### src/rtl/bat_pkg.sv
// Package: shared types, codes and constants of the block-average tone quantizer.
package bat_pkg;

  localparam int MAX_WIDTH_DEF    = 4096;
  localparam int MAX_BLOCK_DEF    = 64;
  localparam int TONE_ENTRIES_DEF = 256;
  localparam int HEIGHT_LIMIT     = 4096;
  localparam int FIFO_DEPTH       = 4;

  // Configuration register indexes
  localparam logic [1:0] REG_BLOCK_WIDTH  = 2'd0;
  localparam logic [1:0] REG_IMAGE_WIDTH  = 2'd1;
  localparam logic [1:0] REG_IMAGE_HEIGHT = 2'd2;
  localparam logic [1:0] REG_COLOR_MODE   = 2'd3;

  // Input opcodes
  localparam logic OP_PIXEL = 1'b0;
  localparam logic OP_TABLE = 1'b1;

  typedef enum logic {
    KIND_TILE  = 1'b0,
    KIND_TABLE = 1'b1
  } bat_kind_e;

  typedef enum logic [1:0] {
    ST_IDLE,
    ST_DIV,
    ST_READ,
    ST_SEND
  } bat_state_e;

  // Queue status seen by the front end and the back end
  typedef struct packed {
    logic       empty;
    logic [2:0] count;
  } bat_fifo_stat_t;

endpackage

### src/rtl/bat_fifo.sv
// Short job queue between the front end and the back end.
module bat_fifo #(
  parameter int DATA_W = 8
) (
  input  logic                    clk_i,
  input  logic                    rst_ni,
  input  logic                    push_i,
  input  logic [DATA_W-1:0]       push_data_i,
  input  logic                    pop_i,
  output logic [DATA_W-1:0]       pop_data_o,
  output bat_pkg::bat_fifo_stat_t stat_o
);
  import bat_pkg::*;

  localparam int PTR_W = $clog2(FIFO_DEPTH);

  logic [DATA_W-1:0] mem_q [FIFO_DEPTH];
  logic [PTR_W-1:0]  wr_ptr_q, rd_ptr_q;
  logic [2:0]        count_q;

  always_ff @(posedge clk_i or negedge rst_ni) begin
    if (!rst_ni) begin
      wr_ptr_q <= '0;
      rd_ptr_q <= '0;
      count_q  <= '0;
    end else begin
      if (push_i) wr_ptr_q <= wr_ptr_q + 1'b1;
      if (pop_i) rd_ptr_q <= rd_ptr_q + 1'b1;
      count_q <= count_q + {2'b0, push_i} - {2'b0, pop_i};
    end
  end

  always_ff @(posedge clk_i) begin
    if (push_i) mem_q[wr_ptr_q] <= push_data_i;
  end

  assign pop_data_o   = mem_q[rd_ptr_q];
  assign stat_o.empty = (count_q == 3'd0);
  assign stat_o.count = count_q;

endmodule

### config.mk
export PLATFORM = sky130hd
export DESIGN_NAME = bat_fifo
export DESIGN_NICKNAME = d
export VERILOG_FILES = /design/src/rtl/bat_pkg.sv /design/src/rtl/bat_fifo.sv
export SDC_FILE = /design/constraint.sdc
export NUM_CORES = 1
export LEC_CHECK = 0
export ABC_CLOCK_PERIOD_IN_PS = 4200
export BUFFER_PORTS_ARGS = -buffer_cell sky130_fd_sc_hd__buf_2
export CAP_MARGIN = 20
export CORE_AREA = 3 3 71 73
export DETAILED_ROUTE_END_ITERATION = 16
export DIE_AREA = 0 0 74 76
export SYNTH_ARGS = -nofsm -noshare
export SYNTH_HDL_FRONTEND = slang
export SYNTH_SLANG_ARGS = --single-unit
### constraint.sdc
create_clock -name clk_i -period 4.2 [get_ports clk_i]
set_input_delay 0.84 -clock clk_i [delete_from_list [all_inputs] [get_ports clk_i]]
set_output_delay 0.84 -clock clk_i [all_outputs]
set_load 0.01 [all_outputs]
==> results <==
- The clock latency on the worst-skew pair is 0.28 ns.
- The max-slew violation count is 0.
- The total I/O pin count is 24.
- The synthesized netlist net count is 94.
- The post-route minimum period is 2.575 ns.
- The clock drives 39 sinks.
- Registers take 0.001136 mm^2.
- Measured against its own limit, the worst slew margin works out to 60.42%.
- The critical path is of the flop to output pin type.
- Clock tree synthesis inserted a total of 5 buffers.
- The count of input and output buffers is 23.
- The wire length on met2 is 1.276 mm.
- Detailed placement finished with a half-perimeter wire length of 1.617 mm.
- In this run the horizontal extent of the chip is 74 um.
- The quantity of gates resized following cts is 0.
- The initial antenna violation count is 0.
- Max-cap violations in this run came to 0.
- The number of endpoints with negative hold slack in the final report is 0.
- The instance count of the mapped netlist is 75.
- Summing internal, switching and leakage power gives 1.228 mW.
- CTS placed an instance of sky130_fd_sc_hd__clkbuf_8 at the clock tree root.
- The average wire per cell in the routed design is 15.09 um.
- The number of nets in the layout is 122.
- The floorplan has 24 rows.
- The flow ran to the end, and the final reports show no timing, DRC or antenna violations.
- The pre-antenna-repair detailed-routing pass consisted of 4 iterations.
- Setup violations remaining at the end of the flow were counted as 0.
- In the layout the commonest cells are sky130_fd_sc_hd__edfxtp_1 (32), sky130_fd_sc_hd__buf_2 (23), sky130_fd_sc_hd__mux4_2 (8).
- The number of setup buffers added after CTS is 0.
- Compared with the post-synthesis result, the final layout area differs by 17.35%.
- The global-route congestion overflow total is 0.
- For this run, the number of Yosys warnings is 0.
- The element type at the critical path start is a flop.
- Traced cell by cell, the critical path runs through mux4_2 -> buf_2.
- Counting the fill cells in the layout gives 387.
- The number of synthesized register bits is 39.
- The clock tree from TritonCTS is yes.
- Of all nets on the critical path, the largest fanout is 10.
- The leakage power figure is 0.6856 nW.
- The library cell used most frequently in the layout, excluding fill and tap cells, is sky130_fd_sc_hd__edfxtp_1.
- From bottom edge to top edge, the die measures 76 um.
- The routed layout has 711 vias.
- In the final timing run, aggregate negative setup slack is 0 ns.
- The met1 layer wirelength in the final routing is 908 um.
- The post-route netlist has 35.92% of its cells at a drive strength greater than 1.
- The worst setup path is captured at an output pin.
- The launch point of the critical path is rd_ptr_q[0].
- The post-route fraction of the period consumed by the critical path is 61.32%.
- The buffer depth of the longest clock path is 2.
- After the first detailed-routing iteration, the DRC count stood at 25.
- The initial core utilization is 34.81%.
- The diode insertion count for antenna repair is 0.
- The highest ir drop seen on vdd is 0.2218 mV.
- The global routing usage summed across all routing layers is 9.728%.
- The maximum number of pins on one net before global-route repair is 12.
- The critical path data required time is 3.36 ns.
- In this run the top signal layer used is met4.
- The kind of path behind the tightest hold check is input port to asynchronous set/reset pin.
- In the routed layout, each cell is associated on average with a via count of 4.587.
- The first global-routing pass estimated 3.939 mm of wire.
- For the worst setup path, the data arrival time is 1.74 ns.
- The total die area is 0.005624 mm^2.
- Summing all multi-input logic gate instances after layout gives 361.6 um^2.
- The average cell area after synthesis is 20.49 um^2.
- The routed design has 2.339 mm of wire.
- Routability-driven placement finished with a final weighted congestion of 0.6576.
- The H-tree level count is 2.
- At the pin with the least slew margin, the transition time is 0.5937 ns.
- The via count of the first global-routing pass is 784.
- Buffers inserted to repair hold after CTS numbered 0.
- The core region is 0.004414 mm^2.
- Of the synthesized area, sequential elements account for 73.94%.
- In this run the remaining antenna-violating nets after routing total 0.
- Across the routed clock network, the largest skew measured is 0.003761 ns.
- On the critical path, the stage with the largest delay is an instance of sky130_fd_sc_hd__dfrtp_1.
- The detailed-routed wire length on met3 is 120 um.
- The origin of the critical flop-to-flop path is count_q[0].
- Setup repair after global routing left no endpoint under its margin.
- The netlist uses 14 different library cells.
- The netlist area before placement is 0.001536 mm^2.
- Based on the critical path, the design can be clocked at up to 388.3 MHz.
- The total power density per cell area is 681.1 mW/mm^2.
- Clock-pin slew was measured on the worst setup and hold paths at 0.07 ns.
- The count of unresolved DRC violations after routing is 0.
- The longest individual stage delay on the worst path is 0.72 ns.
==> synth_stat cells <==
library cell	instances	area, um^2
sky130_fd_sc_hd__buf_6	1	11.26
sky130_fd_sc_hd__o21ai_0	1	5.000
sky130_fd_sc_hd__inv_1	6	22.52
sky130_fd_sc_hd__nor3_1	1	5.000
sky130_fd_sc_hd__ha_1	6	75.07
sky130_fd_sc_hd__xnor2_1	3	26.28
sky130_fd_sc_hd__and2_1	4	25.02
sky130_fd_sc_hd__dfrtp_1	7	175.2
sky130_fd_sc_hd__xor2_1	2	17.52
sky130_fd_sc_hd__nand2_1	2	7.510
sky130_fd_sc_hd__buf_2	1	5.000
sky130_fd_sc_hd__mux4_2	8	180.2
sky130_fd_sc_hd__edfxtp_1	32	960.9
sky130_fd_sc_hd__fa_1	1	20.02
==> area by class of cell <==
type | instances | area share (%)
clock inverters | 1 | 1.666
inverters | 6 | 1.249
multi-input cells | 28 | 20.06
flip-flops and latches | 39 | 63.01
clock buffers | 6 | 4.025
well taps | 52 | 3.609
repair buffers | 23 | 6.384
==> metrics by stage <==
| step | util (%) | area (um^2) | hold WS, ns | cells | setup slack (ns) |
|---|---|---|---|---|---|
| global placement | 38.52 | 1700 | 0.5087 | 148 | 1.902 |
| global route | 40.84 | 1803 | 0.3811 | 155 | 1.499 |
| floorplan | - | 1536 | 0.4936 | 75 | 2.145 |
| finish | 40.84 | 1803 | 0.3837 | 155 | 1.625 |
| CTS | 40.84 | 1803 | 0.3786 | 155 | 1.572 |
| detailed placement | 38.52 | 1700 | 0.5172 | 148 | 1.885 |
==> per-layer routing <==
layer	global-route usage (%)	vias up
met3	3.958	2
met1	10.32	355
met2	16.22	18
li1	-	336
met5	0	-
met4	4.891	0
==> path summary, 6_finish.rpt <==
| path | slack (ns) | end | depth (start not counted) |
|---|---|---|---|
| setup / recovery | 1.62 | pop_data_o[4] | 2 |
| hold / removal | 0.38 | count_q[1] | 1 |
| setup reg to reg | 2.51 | count_q[2] | 7 |
| hold reg to reg | 0.53 | wr_ptr_q[0] | 1 |
| max in group asynchronous | 3.66 | wr_ptr_q[1] | 1 |
| min in group clk_i | 0.53 | wr_ptr_q[0] | 1 |
==> power breakdown <==
part           internal (mW)  switching, mW
Combinational          0.180          0.160
Clock                  0.174          0.117
Sequential             0.520         0.0777
==> worst max-delay path, delay by kind of cell, from the launching register on <==
kind | cells | cell delay (ns)
muxes | 1 | 0.58
buffers and inverters | 1 | 0.16
DFF | 1 | 0.72
==> logic make-up (layout without fill, tap and decap cells) <==
group	after synthesis	in the layout	synth area share [%]
xor gates and xnor gates	5	5	2.851
AOI/OAI and AO/OA	1	1	0.3254
buffers and inverters	8	36	2.524
adders and majority gates	7	7	6.189
muxes	8	8	11.73
DFF	39	39	73.94
and+or+nand+nor	7	7	2.443
==> sequential cells by signal (all words and copies together), names as in the netlist <==
register / cells
mem_q: 32
count_q: 3
rd_ptr_q: 2
wr_ptr_q: 2
Power figures use the tool's default switching activity.
