`config.mk`:
```
export PLATFORM = sky130hd
export DESIGN_NAME = bat_back
export DESIGN_NICKNAME = d
export VERILOG_FILES = /design/src/rtl/bat_pkg.sv /design/src/rtl/bat_back.sv
export SDC_FILE = /design/constraint.sdc
export NUM_CORES = 1
export LEC_CHECK = 0
export ABC_AREA = 1
export BUFFER_PORTS_ARGS = -buffer_cell sky130_fd_sc_hd__buf_2
export CORE_AREA = 2 2 39 41
export DETAILED_ROUTE_END_ITERATION = 8
export DIE_AREA = 0 0 41 43
export PLACE_DENSITY_LB_ADDON = 0.15
export SYNTH_ARGS = -nofsm -noshare
export SYNTH_HDL_FRONTEND = slang
export SYNTH_SLANG_ARGS = --single-unit
```
`constraint.sdc`:
```
create_clock -name clk_i -period 1.5 [get_ports clk_i]
set_input_delay 0.3 -clock clk_i [delete_from_list [all_inputs] [get_ports clk_i]]
set_output_delay 0.3 -clock clk_i [all_outputs]
set_load 0.02 [all_outputs]
```
`src/rtl/bat_pkg.sv`:
```
// Package: shared types, codes and constants of the block-average tone quantizer.
package bat_pkg;

  localparam int MAX_WIDTH_DEF    = 4096;
  localparam int MAX_BLOCK_DEF    = 64;
  localparam int TONE_ENTRIES_DEF = 256;
  localparam int HEIGHT_LIMIT     = 4096;
  localparam int FIFO_DEPTH       = 4;

  // Configuration register indexes
  localparam logic [1:0] REG_BLOCK_WIDTH  = 2'd0;
  localparam logic [1:0] REG_IMAGE_WIDTH  = 2'd1;
  localparam logic [1:0] REG_IMAGE_HEIGHT = 2'd2;
  localparam logic [1:0] REG_COLOR_MODE   = 2'd3;

  // Input opcodes
  localparam logic OP_PIXEL = 1'b0;
  localparam logic OP_TABLE = 1'b1;

  typedef enum logic {
    KIND_TILE  = 1'b0,
    KIND_TABLE = 1'b1
  } bat_kind_e;

  typedef enum logic [1:0] {
    ST_IDLE,
    ST_DIV,
    ST_READ,
    ST_SEND
  } bat_state_e;

  // Queue status seen by the front end and the back end
  typedef struct packed {
    logic       empty;
    logic [2:0] count;
  } bat_fifo_stat_t;

endpackage

```
`src/rtl/bat_back.sv`:
```
// Back end: tile average divider, tone table and result register.
module bat_back #(
  parameter int MAX_BLOCK    = bat_pkg::MAX_BLOCK_DEF,
  parameter int TONE_ENTRIES = bat_pkg::TONE_ENTRIES_DEF,
  parameter int JOB_W        = 8
) (
  input  logic                    clk_i,
  input  logic                    rst_ni,
  input  bat_pkg::bat_fifo_stat_t fifo_stat_i,
  input  logic [JOB_W-1:0]        job_i,
  output logic                    pop_o,
  output logic                    out_valid_o,
  input  logic                    out_stall_i,
  output logic [7:0]              char_code_o,
  output logic                    row_end_o,
  output logic                    image_end_o
);
  import bat_pkg::*;

  localparam int BW_W  = $clog2(MAX_BLOCK + 1);
  localparam int CS_W  = 2 * BW_W + 17;
  localparam int CNT_W = 2 * BW_W + 1;
  localparam int DW    = CNT_W + 17;

  bat_kind_e        j_kind;
  logic             j_kind_bit;
  logic [CS_W-1:0]  j_sum;
  logic [CNT_W-1:0] j_cnt;
  logic             j_rend, j_iend;
  logic [7:0]       j_tidx, j_tval;

  assign {j_kind_bit, j_sum, j_cnt, j_rend, j_iend, j_tidx, j_tval} = job_i;
  assign j_kind = bat_kind_e'(j_kind_bit);

  bat_state_e state_q, state_d;
  logic [DW-1:0] rem_q, rem_d, div_q, div_d;
  logic [8:0]    quo_q, quo_d;
  logic [3:0]    step_q, step_d;
  logic          rend_q, iend_q, load_job;
  logic          tbl_we, tbl_re, out_load;
  logic [7:0]    avg;
  logic          out_vld_q;

  assign avg = quo_q[8] ? 8'hFF : quo_q[7:0];

  always_comb begin
    state_d  = state_q;
    rem_d    = rem_q;
    div_d    = div_q;
    quo_d    = quo_q;
    step_d   = step_q;
    pop_o    = 1'b0;
    tbl_we   = 1'b0;
    tbl_re   = 1'b0;
    out_load = 1'b0;
    load_job = 1'b0;
    case (state_q)
      ST_IDLE: begin
        if (!fifo_stat_i.empty) begin
          pop_o = 1'b1;
          if (j_kind == KIND_TABLE) begin
            tbl_we = 1'b1;
          end else begin
            load_job = 1'b1;
            // rounding: (sum + count*128) / (count*256), quotient bit 8 first
            rem_d    = DW'(j_sum) + DW'({j_cnt, 7'd0});
            div_d    = {1'b0, j_cnt, 16'd0};
            quo_d    = '0;
            step_d   = '0;
            state_d  = ST_DIV;
          end
        end
      end
      ST_DIV: begin
        if (rem_q >= div_q) begin
          rem_d = rem_q - div_q;
          quo_d = {quo_q[7:0], 1'b1};
        end else begin
          quo_d = {quo_q[7:0], 1'b0};
        end
        div_d  = div_q >> 1;
        step_d = step_q + 1'b1;
        if (step_q == 4'd8) state_d = ST_READ;
      end
      ST_READ: begin
        tbl_re  = 1'b1;
        state_d = ST_SEND;
      end
      ST_SEND: begin
        if (!out_vld_q || !out_stall_i) begin
          out_load = 1'b1;
          state_d  = ST_IDLE;
        end
      end
      default: state_d = ST_IDLE;
    endcase
  end

  always_ff @(posedge clk_i or negedge rst_ni) begin
    if (!rst_ni) begin
      state_q <= ST_IDLE;
    end else begin
      state_q <= state_d;
    end
  end

  always_ff @(posedge clk_i) begin
    rem_q  <= rem_d;
    div_q  <= div_d;
    quo_q  <= quo_d;
    step_q <= step_d;
    if (load_job) begin
      rend_q <= j_rend;
      iend_q <= j_iend;
    end
  end

  logic [7:0] tone_mem [TONE_ENTRIES];
  logic [7:0] tone_q;

  always_ff @(posedge clk_i) begin
    if (tbl_we) tone_mem[j_tidx] <= j_tval;
    if (tbl_re) tone_q <= tone_mem[avg];
  end

  always_ff @(posedge clk_i or negedge rst_ni) begin
    if (!rst_ni) begin
      out_vld_q <= 1'b0;
    end else if (out_load) begin
      out_vld_q <= 1'b1;
    end else if (!out_stall_i) begin
      out_vld_q <= 1'b0;
    end
  end

  always_ff @(posedge clk_i) begin
    if (out_load) begin
      char_code_o <= tone_q;
      row_end_o   <= rend_q;
      image_end_o <= iend_q;
    end
  end

  assign out_valid_o = out_vld_q;

endmodule

```
==> results.tsv <==
stage	metric	value	unit
global_routing	largest net degree at the start of global routing	5	
power_and_ir_drop	Peak VDD IR	0.827	mV
place	PortBufs	5	
routing	DRT Wirelength	741	um
critical_path	Reg2Reg Depth	3	
die	CORE AREA	0.00138	mm2
routing	post-detailed-route wirelength per cell	8.62	um
routing	DR vias/cell	3.92	
routing	DRT Pass-1 Iters	3	
die	IO Count	27	
layout	Register Area	195	um2
die	Vert. Die Dim	43	um
yosys	synthesized area per cell	9.09	um2
global_routing	initial antenna violation count	0	
yosys	Seq/Total Area, Yosys	37.7	%
cts	clock tree sinks	7	
run	MaxCap Viol Count	0	
critical_path	Crit Path Max Fanout	3	
timing	Final setup viols	0	
place	Placed Area	537	um2
cts	Max clock buf depth	2	
layout	filler cell count	151	
critical_path	R2R setup slack	0.23	ns
timing	Final Skew	0.00560	ns
layout	commonest non-fill, non-tap cell in the layout	conb_1	
place	Cells after DPL	79	
outcome	outcome	complete, no violations	
cts	cts bufs inserted	3	
critical_path	Crit-path slowest cell	dfrtp_1	
cts	Skew-Pair Late Insertion Delay	0.25	ns
hold_path	Hold Startpoint	out_stall_i	
critical_path	cell chain of the critical path	inv_2 -> ha_4 -> inv_1 -> nor2_1 -> buf_4	
critical_path	Critical Path RT	1.20	ns
critical_path	Setup CP Type	reg -> out	
timing	fin crit period	1.42	ns
hold_path	hold depth	2	
routing	DRT iter0 DRCs	7	
critical_path	critical path startpoint category	register	
yosys	Synth Register Bits	7	
critical_path	worst r2r dst	step_q[0]	
critical_path	arrival time of the worst setup path	1.12	ns
die	Initial Utilization	37.4	%
die	Die Wd	41	um
critical_path	Critical Path End Type	output port	
layout	Cell Count, Final, Fillers Out	86	
yosys	dominant cells by area after synthesis	edfxtp_1 23%, ha_1 17%, buf_4 14%	
global_routing	vias in the first global route	268	
yosys	Netlist Area Pre-Place	518	um2
hold_path	Hold Crit Class	in -> reg	
cts	Clock transition at path regs	0.05	ns
die	Std-Cell Rows	14	
hold_path	Hold Path End	out_valid_o	
global_routing	first-pass GRT wire length	945	um
routing	drt drc	0	
layout	antenna diode count	0	
yosys	Synth warnings	0	
die	die area	0.00176	mm2
layout	layout cells sized above 1	27.1	%
routing	post-route ant nets	0	
yosys	cells after synthesis	57	
global_routing	Global Route Usage Sum	8.12	%
layout	Final Net Count	93	
timing	final hold violation count	0	
place	Final HPWL DP	606	um
yosys	cell accounting for the most synthesized area	edfxtp_1	
cts	CTS tree	done	
cts	H-tree Lvls	1	
layout	multi-input logic area	260	um2
critical_path	reg2reg start	state_q[0]	
critical_path	Max stage delay on crit path	0.38	ns
power_and_ir_drop	leakage power	0.325	nW
timing	f_max	703	MHz
cts	root buf cell	clkbuf_4	
layout	Syn-to-layout area delta	16.4	%
power_and_ir_drop	power per cell area	2060	mW/mm2
layout	design area	603	um2
global_routing	total gr overflow	0	
timing	fin crit share	94.9	%
critical_path	Critical Path Source	state_q[0]	
yosys	synth unique cells	16	
layout	most frequent cells in the layout	10 x conb_1, 7 x inv_1, 7 x nand2_1, 6 x ha_1, 5 x buf_4	
timing	setup TNS	0	ns
routing	DR vias	337	
place	Placer Congestion	0.631	
timing	Hold WS	0.273	ns
yosys	Yosys top cell area share	23.2	%
timing	Slew Limit Fails	0	
## logic make-up after synthesis
group / after synthesis / synth area share (%)
AND/OR/NAND/NOR: 19 / 17.4
buffers and inverters: 19 / 21.0
flip-flops: 7 / 37.7
other: 1 / 0.724
adder cells (fa/ha/maj): 7 / 16.9
AO/OA/AOI/OAI: 2 / 2.90
XOR/XNOR: 2 / 3.38
## layout make-up
type                            count  share of cell area (%)
Inverter                            9                    5.60
Timing Repair Buffer               10                    11.2
Multi-Input combinational cell     40                    43.2
Tap cell                           16                    3.32
Clock buffer                        4                    4.36
Sequential cell                     7                    32.4
## repair_timing
action / CTS / global route
hold buffers: 1 / 0
gates resized for setup: 4 / 1
setup endpoints to repair: 1 / 1
hold endpoints to repair: 3 / 0
setup buffers: 0 / 2
## synthesized netlist by cell type
library cell,n
nand2_2,2
dfrtp_1,3
xnor2_1,1
xor2_1,1
inv_1,9
nand3_1,4
nor2_1,4
conb_1,1
nand3_2,1
or2_2,1
a21o_1,1
ha_1,7
edfxtp_1,4
buf_4,10
o21a_1,1
nand2_1,7
## sequential cells by signal (all words and copies together) (netlist names)
| name | count |
|---|---|
| step_q | 4 |
| state_q | 2 |
| out_valid_o | 1 |
## power breakdown
part | switching [mW] | internal, mW | leakage [nW] | total, mW
Sequential | 0.0690 | 0.341 | 0.0772 | 0.410
Clock | 0.0653 | 0.101 | 0.0150 | 0.167
Combinational | 0.367 | 0.300 | 0.233 | 0.667
## critical path, delay by kind of cell, from the launching register on
kind,cells,cell delay (ns)
flip-flops,1,0.38
AND/OR/NAND/NOR,1,0.08
adder cells (fa/ha/maj),1,0.14
buffers and inverters,3,0.27
## per-stage QoR
step / utilization [%] / power [mW] / setup WS (ns)
floorplan: - / 0.863 / 0.217
global placement: 38.8 / 0.999 / 0.251
detailed placement: 38.8 / 1.01 / 0.257
CTS: 41.8 / 1.20 / 0.0270
global route: 43.6 / 1.37 / -0.00626
finish: 43.6 / 1.24 / 0.0771
## routing by layer
layer / vias up / part of all wire [%] / global-route usage (%)
met4: 0 / 0 / 4.00
li1: 181 / - / -
met1: 153 / 42 / 9.33
met3: 0 / 2.0 / 3.14
met5: - / 0 / 0
met2: 3 / 55 / 12.5
## worst max path at each step
| stage | endpoint | slack [ns] | cells after the start |
|---|---|---|---|
| 6_report | pop_o | 0.08 | 5 |
| 5_1_grt | pop_o | -0.006 | 5 |
| 4_1_cts | pop_o | 0.03 | 5 |
| 3_5_place_dp | step_q[2] | 0.26 | 3 |
| 3_3_place_gp | step_q[0] | 0.25 | 3 |
| 2_1_floorplan | pop_o | 0.22 | 4 |
(Power assumes the default switching activity.)
