[config.mk]
export PLATFORM = sky130hd
export DESIGN_NAME = bat_front
export DESIGN_NICKNAME = d
export VERILOG_FILES = /design/src/rtl/bat_pkg.sv /design/src/rtl/bat_front.sv
export SDC_FILE = /design/constraint.sdc
export NUM_CORES = 1
export LEC_CHECK = 0
export BUFFER_PORTS_ARGS = -buffer_cell sky130_fd_sc_hd__clkbuf_2
export CORE_MARGIN = 4
export CORE_UTILIZATION = 40
export DETAILED_ROUTE_END_ITERATION = 8
export SLEW_MARGIN = 10
export SYNTH_ARGS = -nofsm -noshare
export SYNTH_HDL_FRONTEND = slang
export SYNTH_SLANG_ARGS = --single-unit
[constraint.sdc]
create_clock -name clk_i -period 4.8 [get_ports clk_i]
set_input_delay 0 -clock clk_i [delete_from_list [all_inputs] [get_ports clk_i]]
set_output_delay 0 -clock clk_i [all_outputs]
set_load 0.05 [all_outputs]
[src/rtl/bat_pkg.sv]
// Package: shared types, codes and constants of the block-average tone quantizer.
package bat_pkg;

  localparam int MAX_WIDTH_DEF    = 4096;
  localparam int MAX_BLOCK_DEF    = 64;
  localparam int TONE_ENTRIES_DEF = 256;
  localparam int HEIGHT_LIMIT     = 4096;
  localparam int FIFO_DEPTH       = 4;

  // Configuration register indexes
  localparam logic [1:0] REG_BLOCK_WIDTH  = 2'd0;
  localparam logic [1:0] REG_IMAGE_WIDTH  = 2'd1;
  localparam logic [1:0] REG_IMAGE_HEIGHT = 2'd2;
  localparam logic [1:0] REG_COLOR_MODE   = 2'd3;

  // Input opcodes
  localparam logic OP_PIXEL = 1'b0;
  localparam logic OP_TABLE = 1'b1;

  typedef enum logic {
    KIND_TILE  = 1'b0,
    KIND_TABLE = 1'b1
  } bat_kind_e;

  typedef enum logic [1:0] {
    ST_IDLE,
    ST_DIV,
    ST_READ,
    ST_SEND
  } bat_state_e;

  // Queue status seen by the front end and the back end
  typedef struct packed {
    logic       empty;
    logic [2:0] count;
  } bat_fifo_stat_t;

endpackage

[src/rtl/bat_front.sv]
// Front end: configuration, luminance, tile counters and the column-sum line store.
module bat_front #(
  parameter int MAX_WIDTH = bat_pkg::MAX_WIDTH_DEF,
  parameter int MAX_BLOCK = bat_pkg::MAX_BLOCK_DEF,
  parameter int JOB_W     = 8
) (
  input  logic                    clk_i,
  input  logic                    rst_ni,
  input  logic                    cfg_valid_i,
  output logic                    cfg_ready_o,
  input  logic [1:0]              cfg_index_i,
  input  logic [12:0]             cfg_data_i,
  input  logic                    in_valid_i,
  output logic                    in_stall_o,
  input  logic                    opcode_i,
  input  logic [7:0]              red_i,
  input  logic [7:0]              green_i,
  input  logic [7:0]              blue_i,
  input  logic [7:0]              table_index_i,
  input  logic [7:0]              table_value_i,
  input  bat_pkg::bat_fifo_stat_t fifo_stat_i,
  output logic                    push_o,
  output logic [JOB_W-1:0]        push_data_o
);
  import bat_pkg::*;

  localparam int PC_W  = $clog2(MAX_WIDTH);
  localparam int BW_W  = $clog2(MAX_BLOCK + 1);
  localparam int RS_W  = 16 + BW_W;
  localparam int CS_W  = RS_W + BW_W + 1;
  localparam int CNT_W = 2 * BW_W + 1;
  localparam int HR_W  = $clog2(HEIGHT_LIMIT);

  // configuration registers
  logic [6:0]  block_width_q;
  logic [12:0] image_width_q, image_height_q;
  logic        color_mode_q;
  logic        restart;

  assign cfg_ready_o = 1'b1;
  assign restart     = cfg_valid_i;

  always_ff @(posedge clk_i or negedge rst_ni) begin
    if (!rst_ni) begin
      block_width_q  <= 7'd1;
      image_width_q  <= 13'd1;
      image_height_q <= 13'd1;
      color_mode_q   <= 1'b1;
    end else if (cfg_valid_i) begin
      case (cfg_index_i)
        REG_BLOCK_WIDTH:  block_width_q  <= cfg_data_i[6:0];
        REG_IMAGE_WIDTH:  image_width_q  <= cfg_data_i;
        REG_IMAGE_HEIGHT: image_height_q <= cfg_data_i;
        REG_COLOR_MODE:   color_mode_q   <= cfg_data_i[0];
        default: ;
      endcase
    end
  end

  // clamped geometry
  logic [BW_W-1:0] bw_c;
  logic [PC_W:0]   w_c;
  logic [12:0]     h_c;

  always_comb begin
    if (block_width_q == 7'd0) bw_c = BW_W'(1);
    else if (32'(block_width_q) > MAX_BLOCK) bw_c = BW_W'(MAX_BLOCK);
    else bw_c = BW_W'(block_width_q);
    if (image_width_q == 13'd0) w_c = (PC_W+1)'(1);
    else if (32'(image_width_q) > MAX_WIDTH) w_c = (PC_W+1)'(MAX_WIDTH);
    else w_c = (PC_W+1)'(image_width_q);
    if (image_height_q == 13'd0) h_c = 13'd1;
    else if (32'(image_height_q) > HEIGHT_LIMIT) h_c = 13'(HEIGHT_LIMIT);
    else h_c = image_height_q;
  end

  // position counters
  logic [PC_W-1:0] pixel_column_q, tile_column_q;
  logic [HR_W-1:0] pixel_row_q;
  logic [BW_W:0]   row_in_strip_q;
  logic [BW_W-1:0] col_in_tile_q;
  logic [RS_W-1:0] running_sum_q;

  logic            accept, pix_acc, tbl_acc;
  logic [15:0]     lum;
  logic [RS_W-1:0] rs_sum;
  logic            img_row_end, img_last_row, img_end, col_last, row_last;
  logic [CNT_W-1:0] count;

  assign in_stall_o = (fifo_stat_i.count >= 3'(FIFO_DEPTH - 1));
  assign accept     = in_valid_i && !in_stall_o;
  assign pix_acc    = accept && (opcode_i == OP_PIXEL);
  assign tbl_acc    = accept && (opcode_i == OP_TABLE);

  always_comb begin
    if (color_mode_q)
      lum = 16'(red_i) * 16'd77 + 16'(green_i) * 16'd150 + 16'(blue_i) * 16'd29;
    else
      lum = {red_i, 8'd0};
    rs_sum       = running_sum_q + RS_W'(lum);
    img_row_end  = ({1'b0, pixel_column_q} >= w_c - 1'b1);
    img_last_row = (13'(pixel_row_q) >= h_c - 13'd1);
    img_end      = img_row_end && img_last_row;
    col_last     = (col_in_tile_q >= bw_c - 1'b1) || img_row_end;
    row_last     = (row_in_strip_q >= {bw_c, 1'b0} - 1'b1) || img_last_row;
    count        = (CNT_W'(col_in_tile_q) + 1'b1) * (CNT_W'(row_in_strip_q) + 1'b1);
  end

  always_ff @(posedge clk_i or negedge rst_ni) begin
    if (!rst_ni) begin
      pixel_column_q <= '0;
      tile_column_q  <= '0;
      pixel_row_q    <= '0;
      row_in_strip_q <= '0;
      col_in_tile_q  <= '0;
      running_sum_q  <= '0;
    end else if (restart) begin
      pixel_column_q <= '0;
      tile_column_q  <= '0;
      pixel_row_q    <= '0;
      row_in_strip_q <= '0;
      col_in_tile_q  <= '0;
      running_sum_q  <= '0;
    end else if (pix_acc) begin
      running_sum_q <= col_last ? '0 : rs_sum;
      if (img_row_end) begin
        pixel_column_q <= '0;
        col_in_tile_q  <= '0;
        tile_column_q  <= '0;
        if (img_last_row) begin
          pixel_row_q    <= '0;
          row_in_strip_q <= '0;
        end else begin
          pixel_row_q    <= pixel_row_q + 1'b1;
          row_in_strip_q <= row_last ? '0 : row_in_strip_q + 1'b1;
        end
      end else begin
        pixel_column_q <= pixel_column_q + 1'b1;
        if (col_last) begin
          col_in_tile_q <= '0;
          tile_column_q <= tile_column_q + 1'b1;
        end else begin
          col_in_tile_q <= col_in_tile_q + 1'b1;
        end
      end
    end
  end

  // update stage: column-sum read-modify-write and job push
  logic             b_vld_q, b_tile_q;
  logic [RS_W-1:0]  b_sum_q;
  logic [PC_W-1:0]  b_addr_q;
  logic             b_last_q, b_first_q, b_rend_q, b_iend_q;
  logic [CNT_W-1:0] b_cnt_q;
  logic [7:0]       b_tidx_q, b_tval_q;

  always_ff @(posedge clk_i or negedge rst_ni) begin
    if (!rst_ni) begin
      b_vld_q <= 1'b0;
    end else begin
      b_vld_q <= (pix_acc && col_last) || tbl_acc;
    end
  end

  always_ff @(posedge clk_i) begin
    b_tile_q  <= pix_acc;
    b_sum_q   <= rs_sum;
    b_addr_q  <= tile_column_q;
    b_last_q  <= row_last;
    b_first_q <= (row_in_strip_q == '0);
    b_rend_q  <= img_row_end;
    b_iend_q  <= img_end;
    b_cnt_q   <= count;
    b_tidx_q  <= table_index_i;
    b_tval_q  <= table_value_i;
  end

  logic [CS_W-1:0] col_mem [MAX_WIDTH];
  logic [CS_W-1:0] rd_q, old_sum, new_sum, wr_data;
  logic            rd_en, wr_en;
  logic            fwd_vld_q;
  logic [PC_W-1:0] fwd_addr_q;
  logic [CS_W-1:0] fwd_data_q;

  assign rd_en   = pix_acc && col_last;
  assign wr_en   = b_vld_q && b_tile_q;
  // the first row of a strip starts each column sum from zero
  assign old_sum = b_first_q ? '0 :
                   (fwd_vld_q && fwd_addr_q == b_addr_q) ? fwd_data_q : rd_q;
  assign new_sum = old_sum + CS_W'(b_sum_q);
  assign wr_data = b_last_q ? '0 : new_sum;

  always_ff @(posedge clk_i) begin
    if (rd_en) rd_q <= col_mem[tile_column_q];
    if (wr_en) col_mem[b_addr_q] <= wr_data;
  end

  always_ff @(posedge clk_i or negedge rst_ni) begin
    if (!rst_ni) begin
      fwd_vld_q <= 1'b0;
    end else begin
      fwd_vld_q <= wr_en;
    end
  end

  always_ff @(posedge clk_i) begin
    fwd_addr_q <= b_addr_q;
    fwd_data_q <= wr_data;
  end

  bat_kind_e kind;
  assign kind        = b_tile_q ? KIND_TILE : KIND_TABLE;
  assign push_o      = b_vld_q && (!b_tile_q || b_last_q);
  assign push_data_o = {kind, new_sum, b_cnt_q, b_rend_q, b_iend_q, b_tidx_q, b_tval_q};

endmodule

==> results of run 1 <==
[state kept, by name, indices dropped and copies added (netlist names)]
signal and count:
image_height_q 13, b_last_q 1, image_width_q 13, col_in_tile_q 7, b_vld_q 1, block_width_q 7, push_data_o 8, pixel_column_q 12
pixel_row_q 12, b_tile_q 1, row_in_strip_q 8
[power groups by stage]
stage,combinational [uW],sequential (uW),clock (uW)
2_1_floorplan,344,840,0
3_3_place_gp,441,860,0
3_5_place_dp,456,863,0
4_1_cts,477,850,711
5_1_grt,545,864,744
6_report,475,850,689
[metal layers]
metal	wire length, um	track usage, %	vias up	part of all wire [%]
met1	5850	23.7	2169	46
met2	6070	28.8	94	48
met4	255	7.77	0	2.0
li1	-	-	2196	-
met3	457	3.23	20	3.6
met5	0	0	-	0
[final cells by class]
| type | count | area (um2) | share of cell area [%] |
|---|---|---|---|
| inverters | 25 | 93.8 | 1.51 |
| flip-flops and latches | 83 | 2030 | 32.7 |
| clock inverters | 6 | 55.1 | 0.887 |
| clock buffers | 10 | 239 | 3.85 |
| repair buffers | 71 | 500 | 8.06 |
| multi-input cells | 427 | 3070 | 49.5 |
| well taps | 172 | 215 | 3.47 |
[worst paths after layout]
path	end	start
worst max-delay path	pixel_row_q[11]$_DFFE_PN0P_	image_width_q[7]$_DFFE_PN0P_
worst min register to register	row_in_strip_q[7]$_DFFE_PN0P_	row_in_strip_q[7]$_DFFE_PN0P_
max in group asynchronous	image_height_q[1]$_DFFE_PN0P_	rst_ni
worst max register to register	pixel_row_q[11]$_DFFE_PN0P_	image_width_q[7]$_DFFE_PN0P_
min in group asynchronous	row_in_strip_q[5]$_DFFE_PN0P_	rst_ni
worst min-delay path	block_width_q[6]$_DFFE_PN0P_	cfg_index_i[0]
[logic make-up after synthesis]
kind of cell / after synthesis / share of synthesized area (%)
simple gates: 207 / 20.7
xor+xnor: 12 / 2.00
flops: 83 / 38.7
compound gates: 128 / 17.4
fa+ha+maj: 45 / 10.7
buf+inv: 40 / 3.01
mux: 34 / 7.30
other cells: 1 / 0.0715
[stage by stage]
| step | utilization, % | power, uW |
|---|---|---|
| 2_1_floorplan | - | 1180 |
| 3_3_place_gp | 44.3 | 1300 |
| 4_1_cts | 48.7 | 2040 |
| 3_5_place_dp | 44.3 | 1320 |
| 5_1_grt | 48.8 | 2150 |
| 6_report | 48.8 | 2010 |
[cell usage in the layout (no fill, tap or decap), types with 4 or more instances in the layout]
cell,instances
o22ai_1,4
dfrtp_1,70
a22oi_1,9
o21bai_1,4
a21oi_1,17
ha_1,45
nand2_1,45
xor2_1,5
nor2b_1,9
xnor2_1,7
nor2_1,43
nand2b_1,9
buf_4,6
mux2_2,34
a21o_1,5
clkbuf_16,9
o31a_1,4
nor4b_1,6
inv_1,25
dlygate4sd3_1,26
a31oi_1,4
nor4_1,7
and3_1,10
nor3_1,16
dfxtp_1,10
or3_1,5
nand3_1,32
clkbuf_2,39
o41ai_1,7
o211ai_1,7
o21a_1,4
o21ai_0,24
nor3b_1,6
[worst max-delay path, cell delays in order, from the launching register on]
cell      delay, ns
dfrtp_1        0.43
nor4_1         0.46
nand2b_1       0.16
nor3_1         0.28
o21bai_1       0.15
ha_1           0.21
o21ai_0        0.21
nor2b_1        0.10
o32a_1         0.32
ha_1           0.32
nand4_1        0.14
o211ai_1       0.37
a211oi_4       0.13
nor4_4         0.43
nand2_1        0.31
o31ai_1        0.30
[repair_timing]
item	in CTS	in global routing
gates resized for setup	0	3
hold endpoints to repair	112	0
hold buffers	26	0
endpoints found under the setup margin	0	12
==> flow_summary.ini, run 1 <==
[status]
status = finished clean

[setup_path]
arrival_ns = 4.67
critPathLaunchType = register
worst-r2r-cell-count = 15
critPathCaptureType = register
worstSetupPathType = register to register
r2r_slack_ns = 0.39
cp_max_fo = 7
cp_data_required_time_ns = 5.06

[cells_and_area]
fill_cells = 1230
area_growth_pct = 18.3
fin_area_um2 = 6210
nets = 726
layout-drive-gt1-share_pct = 18.0
finalNonFillerCells = 794
antenna_cells = 0

[placement]
place_hpwl_mm = 9.24
placed_area_um2 = 5640
place_ws_ns = 0.303
port_buffers = 40
dp_cells = 752
place.gp.congestion = 0.832

[cts]
cts-root-buf = clkbuf_16
ctsHtreeMaxLevel = 3
clk_pin_slew_ns = 0.07
post-cts-setup-buffer-count = 0
cts_buffers = 9
clock_latency_ns = 0.35
cts_tree = yes
clkSinkCount = 83
cts.path.max_buffers = 2

[drt]
wl_mm = 12.6
dr.pass1.iters = 5
viasPerCell = 5.64
antenna_left = 0
drt-initial-drc-count = 206
post-route-drc-count = 0
wl_per_cell_um = 15.9
vias = 4479

[yosys]
yosysWarnings = 0
yosysMostFrequentCell = dfrtp_1
synth_area_leaders = dfrtp_1, ha_1, mux2_2
synth_fp_nets = 659
synthArstFlopShare_pct = 88.0
yosys.area.top_type = dfrtp_1
synth_top_area_share_pct = 33.4
ys_ff_latch = 83
synth_area_per_cell_um2 = 9.53
ys.flop_type = dfrtp_1
yosysSeqAreaShare_pct = 38.7
synthCells = 550
synthesis.area_um2 = 5240
ys_top_cells_by_count = dfrtp_1, ha_1, nand2_1, nor2_1, mux2_2
yosysUniqueCellTypes = 66
synth_edf_count = 0

[timing]
fin_crit_sh_pct = 91.8
drv_slew = 0
timing.final.setup_violations = 0
max_freq_mhz = 227
slew_headroom_pct = 35.9
setup-tns-final_ns = 0
hold_slack_ns = 0.123
worstMarginPinSlew_ns = 0.955
hold_viol = 0
finClkSkew_ns = 0.00639
min_period_ns = 4.41
setup_slack_ns = 0.392

[die]
core_um2 = 12700
dieArea_um2 = 15000
ios = 75
rows = 41
die_w_um = 122
start_util_pct = 41.2
die_h_um = 122

[pwr]
p_leak_uw = 0.00270
combPwrFrac_pct = 23.6
swShare_pct = 32.6
power_switching_uw = 657
seqPwrFrac_pct = 42.2
powerDensity_nw_per_um2 = 325
intPower_uw = 1360
pwr-share-clk_pct = 34.2
irDropWorstVdd_mv = 0.214

[grt]
grt_max_degree = 74
grt_overflow = 0
antenna_found_initial = 0
grt_util_all_layers_pct = 17.9
grt_pass1_vias = 4346
grt_pass1_wl_mm = 21.3

[hold_path]
whs_path_depth = 3
hold_class = primary input to register

[run]
maxCapViolCount = 0
No activity file was read; power rests on OpenSTA's default activity.
==> inputs of run 2 (changes only) <==
ABC_AREA = 1   (was unset)
PLACE_DENSITY_LB_ADDON = 0.05   (was unset)
==> flow_summary.ini, run 2 <==
[cells_and_area]
biggestRegsByFlops = image_height_q x13, image_width_q x13
area_growth_pct = 15.8
final_common_cell = nand2_1
layout_common_cells = nand2_1, nor2_1, dfrtp_1
layout-drive-gt1-share_pct = 12.0
nets = 879
antenna_cells = 0

[timing]
grt_setup_unrepaired = no
fin_crit_sh_pct = 70.7
setup-tns-final_ns = 0
setup_slack_ns = 1.41
slew_headroom_pct = 34.3
drv_slew = 0
hold_viol = 0
timing.final.setup_violations = 0
max_freq_mhz = 295
min_period_ns = 3.39
worstMarginPinSlew_ns = 0.985
finClkSkew_ns = 0.00516

[setup_path]
cp_cell_sequence = nor2_1 > nand2_1 > nor2_1 > nand2_1 > nand2_2 > o21ai_1 > ha_1 > nand2_1 > nor2_1 > xor2_1 > ha_1 > nand2_1 > nor2_1 > nor3_1 > nand2_1 > nand2_1 > nand2_1 > nand2_1 > nand2_1 > nand2_2 > nand2_2 > nor2_1 > nand2_1 > nand2_1
critPathLaunchType = register
worstSetupPathType = register to register
critPathCaptureType = register
r2r_slack_ns = 1.41
worst-r2r-cell-count = 24
cpMostUsedCell = nand2_1
cp_max_fo = 14
timing.rr.end = pixel_row_q[6]$_DFFE_PN0P_
max_stage_delay_ns = 0.54
cp_data_required_time_ns = 5.08
arrival_ns = 3.68
r2r_start = image_height_q[0]$_DFFE_PN1P_
cp_slowest_cell = dfstp_2

[die]
die_w_um = 124
dieArea_um2 = 15400
die_h_um = 124
core_um2 = 13200
rows = 42
ios = 75
start_util_pct = 40.8

[cts]
clock_latency_ns = 0.34
postCtsResizedCells = 0
cts_buffers = 9
cts_tree = yes
clkSinkCount = 83
clk_pin_slew_ns = 0.07
cts.path.max_buffers = 2
ctsHtreeMaxLevel = 3
cts-root-buf = clkbuf_16

[yosys]
yosysSeqAreaShare_pct = 37.6
yosysMostFrequentCell = nand2_1
yosysWarnings = 0
ys_top_cells_by_count = nand2_1, nor2_1, dfrtp_1, inv_1, o21ai_0
ys.flop_type = dfrtp_1
synthArstFlopShare_pct = 88.0
synthCells = 708
yosys.area.top_type = dfrtp_1
synth_area_leaders = dfrtp_1, nand2_1, ha_1
synth_top_area_share_pct = 32.5
synth_edf_count = 0
ys_ff_latch = 83
synthesis.area_um2 = 5400
synth_area_per_cell_um2 = 7.62
yosysUniqueCellTypes = 37
synth_fp_nets = 817

[placement]
place_ws_ns = 1.32
place.gp.congestion = 0.793
place_hpwl_mm = 8.68
port_buffers = 40

[run]
maxCapViolCount = 0

[drt]
wl_per_cell_um = 12.5
vias = 4556
wl_mm = 11.9
antenna_left = 0
drt-initial-drc-count = 206
dr.pass1.iters = 5
post-route-drc-count = 0
viasPerCell = 4.79

[hold_path]
whs_endpoint = row_in_strip_q[2]$_DFFE_PN0P_
min_from = cfg_valid_i
whs_path_depth = 6
hold_class = primary input to register

[grt]
grt_pass1_vias = 4363
grt_pass1_wl_mm = 20.5
grt_util_all_layers_pct = 16.8
antenna_found_initial = 0
grt_overflow = 0
grt_max_degree = 74

[pwr]
irDropWorstVdd_mv = 0.259
power_switching_uw = 841
swShare_pct = 36.7
intPower_uw = 1450
p_leak_uw = 0.00320
combPwrFrac_pct = 31.2
seqPwrFrac_pct = 38.9
powerDensity_nw_per_um2 = 367
pwr-share-clk_pct = 30.0

[status]
status = finished clean
run 2: cell types whose count changed after synthesis, moves of 10 or more:
| cell | change |
|---|---|
| mux2_2 | -34 |
| nand2_1 | +154 |
| o21ai_0 | +27 |
| xnor2_1 | +10 |
| inv_1 | +43 |
| xor2_1 | +24 |
| nand2_2 | +16 |
| nor2_1 | +29 |
run 2: layout make-up:
type / count / area (um2)
multi-input combinational: 539 / 2980
inverter: 71 / 267
clock buffer: 10 / 239
fill: 1385 / 6990
sequential: 83 / 2030
tap: 176 / 220
clock inverter: 6 / 50.0
timing repair buffer: 66 / 463
run 2: worst max path at each step:
stage	startpoint	to	slack [ns]	cells past startpoint
3_3_place_gp	image_height_q[0]$_DFFE_PN1P_	row_in_strip_q[1]$_DFFE_PN0P_	1.41	24
4_1_cts	image_height_q[0]$_DFFE_PN1P_	pixel_row_q[6]$_DFFE_PN0P_	1.30	24
2_1_floorplan	image_height_q[0]$_DFFE_PN1P_	pixel_row_q[4]$_DFFE_PN0P_	1.91	26
5_1_grt	image_height_q[0]$_DFFE_PN1P_	pixel_row_q[6]$_DFFE_PN0P_	0.92	25
6_report	image_height_q[0]$_DFFE_PN1P_	pixel_row_q[6]$_DFFE_PN0P_	1.41	24
3_5_place_dp	image_height_q[0]$_DFFE_PN1P_	pixel_row_q[6]$_DFFE_PN0P_	1.32	24
run 2: critical path, delay by kind of cell (launching register included):
kind                     cells  cell delay, ns
AND/OR/NAND/NOR             20            1.78
adder cells (fa/ha/maj)      2            0.57
flip-flops                   1            0.54
AO/OA/AOI/OAI                1            0.24
XOR/XNOR                     1            0.18
run 2: stage by stage:
| step | hold WS (ns) | instances | util (%) | cell area [um2] | total power, uW |
|---|---|---|---|---|---|
| after floorplan | -0.296 | 708 | - | 5400 | 1450 |
| after detailed placement | 0.104 | 909 | 43.0 | 5700 | 1610 |
| after CTS | 0.169 | 951 | 47.2 | 6250 | 2340 |
| after global placement | 0.103 | 909 | 43.0 | 5700 | 1590 |
| after global routing | 0.221 | 951 | 47.2 | 6250 | 2500 |
| final | 0.179 | 951 | 47.2 | 6250 | 2290 |
run 2: power groups by stage:
stage / registers [uW] / logic [uW] / clock network (uW)
after floorplan: 884 / 563 / 0
after global placement: 902 / 687 / 0
after detailed placement: 905 / 707 / 0
after CTS: 892 / 727 / 720
after global routing: 909 / 848 / 740
final: 891 / 715 / 687
run 2: cells by family (layout without fill, tap and decap cells):
| group | after synthesis | count (layout) | synth area share, % |
|---|---|---|---|
| compound gates | 93 | 93 | 9.32 |
| other cells | 1 | 1 | 0.0695 |
| simple gates | 354 | 354 | 27.9 |
| xor+xnor | 46 | 46 | 7.46 |
| buf+inv | 86 | 153 | 7.19 |
| flops | 83 | 83 | 37.6 |
| fa+ha+maj | 45 | 45 | 10.4 |
run 2: layer usage:
metal | routed length (um) | global-route usage, % | part of all wire [%]
met1 | 5700 | 22.1 | 48
met3 | 343 | 3.22 | 2.9
met5 | 0 | 0 | 0
met2 | 5650 | 27.6 | 47
met4 | 224 | 5.89 | 1.9
run 2: repair_timing:
item / CTS / global route
buffers inserted: 0 / 0
hold buffers: 26 / 0
hold endpoints to repair: 111 / 0
==> inputs of run 3 (changes only) <==
clock period = 3.2 ns   (was 4.8 ns; I/O delays follow)
==> flow_summary.ini, run 3 (synthesized netlist as in run 2, its figures left out) <==
[pwr]
irDropWorstVdd_mv = 0.260
intPower_uw = 2290
power_switching_uw = 1370
swShare_pct = 37.4
combPwrFrac_pct = 35.5
powerDensity_nw_per_um2 = 541
seqPwrFrac_pct = 35.7
pwr-share-clk_pct = 28.8
p_leak_uw = 0.00343

[grt]
grt_max_degree = 74
grt_overflow = 0
grt_util_all_layers_pct = 17.1
antenna_found_initial = 0
grt_pass1_wl_mm = 20.8
grt_pass1_vias = 4439

[placement]
place.gp.congestion = 0.776
place_hpwl_mm = 9.11
place_ws_ns = 0.00466
port_buffers = 40

[hold_path]
hold_class = primary input to register
whs_path_depth = 3
min_from = cfg_data_i[6]
whs_endpoint = block_width_q[6]$_DFFE_PN0P_

[cells_and_area]
fill_cells = 1318
nets = 916
biggestRegsByFlops = image_height_q x13, image_width_q x13
final_common_cell = nand2_1
layout_common_cells = nand2_1, dfrtp_1, inv_1
fin_util_pct = 51.0
antenna_cells = 0
layout-drive-gt1-share_pct = 20.8
regArea_um2 = 2030
area_growth_pct = 25.2
multi_input_area_um2 = 3180

[drt]
highest_layer = met4
dr.pass1.iters = 4
dr_wl_met3_um = 449
antenna_left = 0
viasPerCell = 4.87
wl_met2_mm = 6.22
wl_mm = 12.8
wl_met1_mm = 5.90
drt-initial-drc-count = 217
wl_per_cell_um = 12.9
post-route-drc-count = 0
vias = 4811

[setup_path]
r2r_slack_ns = 0.01
crit_start = image_width_q[0]$_DFFE_PN1P_
critPathLaunchType = register
worstSetupPathType = register to register
worst-r2r-cell-count = 26
critPathCaptureType = register
cp_data_required_time_ns = 3.49
arrival_ns = 3.48
r2r_start = image_width_q[0]$_DFFE_PN1P_
cp_max_fo = 7
timing.rr.end = row_in_strip_q[7]$_DFFE_PN0P_

[timing]
setup_slack_ns = 0.0100
grt_setup_unrepaired = yes
fin_crit_sh_pct = 99.7
setup-tns-final_ns = 0
min_period_ns = 3.19
hold_viol = 0
slew_headroom_pct = 36.4
worstMarginPinSlew_ns = 0.953
drv_slew = 0
max_freq_mhz = 313
finClkSkew_ns = 0.00938
timing.final.setup_violations = 0

[die]
rows = 42
ios = 75
dieArea_um2 = 15400
start_util_pct = 40.8
die_w_um = 124
core_um2 = 13200
die_h_um = 124

[cts]
ctsHtreeMaxLevel = 3
cts-root-buf = clkbuf_16
clk_pin_slew_ns = 0.07
cts.path.max_buffers = 2
cts_buffers = 9
cts_tree = yes
clock_latency_ns = 0.35
clkSinkCount = 83

[status]
status = finished clean

[run]
maxCapViolCount = 0
==> run 3: changes by cell type in the layout (fill, tap and decap cells not counted), sizes merged <==
cell	before	now
clkinvlp	0	1
buf	1	37
clkbuf	49	50
dlygate4sd3	26	25
==> run 3: how the worst max path moves through the flow <==
stage                                    endpoint  slack (ns)  cells after the start
floorplan              pixel_row_q[4]$_DFFE_PN0P_        0.31                     26
global placement    row_in_strip_q[2]$_DFFE_PN0P_        0.03                     26
detailed placement  row_in_strip_q[5]$_DFFE_PN0P_       0.005                     26
CTS                    pixel_row_q[4]$_DFFE_PN0P_       0.004                     26
global route           pixel_row_q[4]$_DFFE_PN0P_       -0.29                     24
finish              row_in_strip_q[7]$_DFFE_PN0P_        0.01                     26
==> run 3: routing by layer <==
metal / vias up / GRT usage [%]
met4: 0 / 5.27
met5: - / 0
met3: 13 / 3.68
met2: 80 / 28.1
li1: 2479 / -
met1: 2239 / 22.6
==> run 3: repair_timing <==
action / CTS / global route
endpoints found under the hold margin: 107 / 0
setup buffers: 2 / 8
cloned: 0 / 1
hold buffers: 25 / 0
pin swaps: 2 / 22
setup endpoints to repair: 22 / 41
gates resized for setup: 3 / 50
==> run 3: area by class of cell <==
class / count / share of cell area (%)
sequential: 83 / 30.0
timing repair buffer: 103 / 11.4
clock inverter: 7 / 0.963
multi-input combinational: 539 / 47.0
clock buffer: 9 / 3.33
tap: 176 / 3.26
inverter: 71 / 3.94
==> run 3: critical path, stage by stage (launching register included) <==
cell and delay [ns]:
dfstp_2 0.54, nor2_2 0.04, nand2_1 0.08, nor2_2 0.04, nand2_2 0.13, nor2_4 0.05, o21ai_4 0.18, ha_4 0.17
nand2_2 0.06, inv_2 0.07, nand2_2 0.06, xnor2_2 0.14, ha_1 0.32, a21oi_2 0.14, nor2_1 0.05, nor3_1 0.16
nand2_1 0.07, nand2_1 0.07, nand2_1 0.05, nand2_1 0.07, nand2_2 0.08, nand2_4 0.11, nand2_4 0.05, nand2_4 0.12
clkbuf_16 0.18, nand2_2 0.04, nand2_1 0.06
==> run 3: power by group through the flow <==
stage / sequential (uW) / combinational [uW] / clock, uW
2_1_floorplan: 1330 / 845 / 0
3_3_place_gp: 1320 / 1150 / 0
3_5_place_dp: 1320 / 1180 / 0
4_1_cts: 1300 / 1220 / 1080
5_1_grt: 1330 / 1500 / 1130
6_report: 1310 / 1300 / 1050
==> run 3: stage by stage <==
step	total power (uW)	hold slack, ns	instances	cell area [um2]
2_1_floorplan	2170	-0.296	708	5400
3_3_place_gp	2470	0.103	936	5910
3_5_place_dp	2510	0.104	936	5910
4_1_cts	3610	0.00826	979	6480
5_1_grt	3950	0.0443	988	6760
6_report	3650	0.00673	988	6760
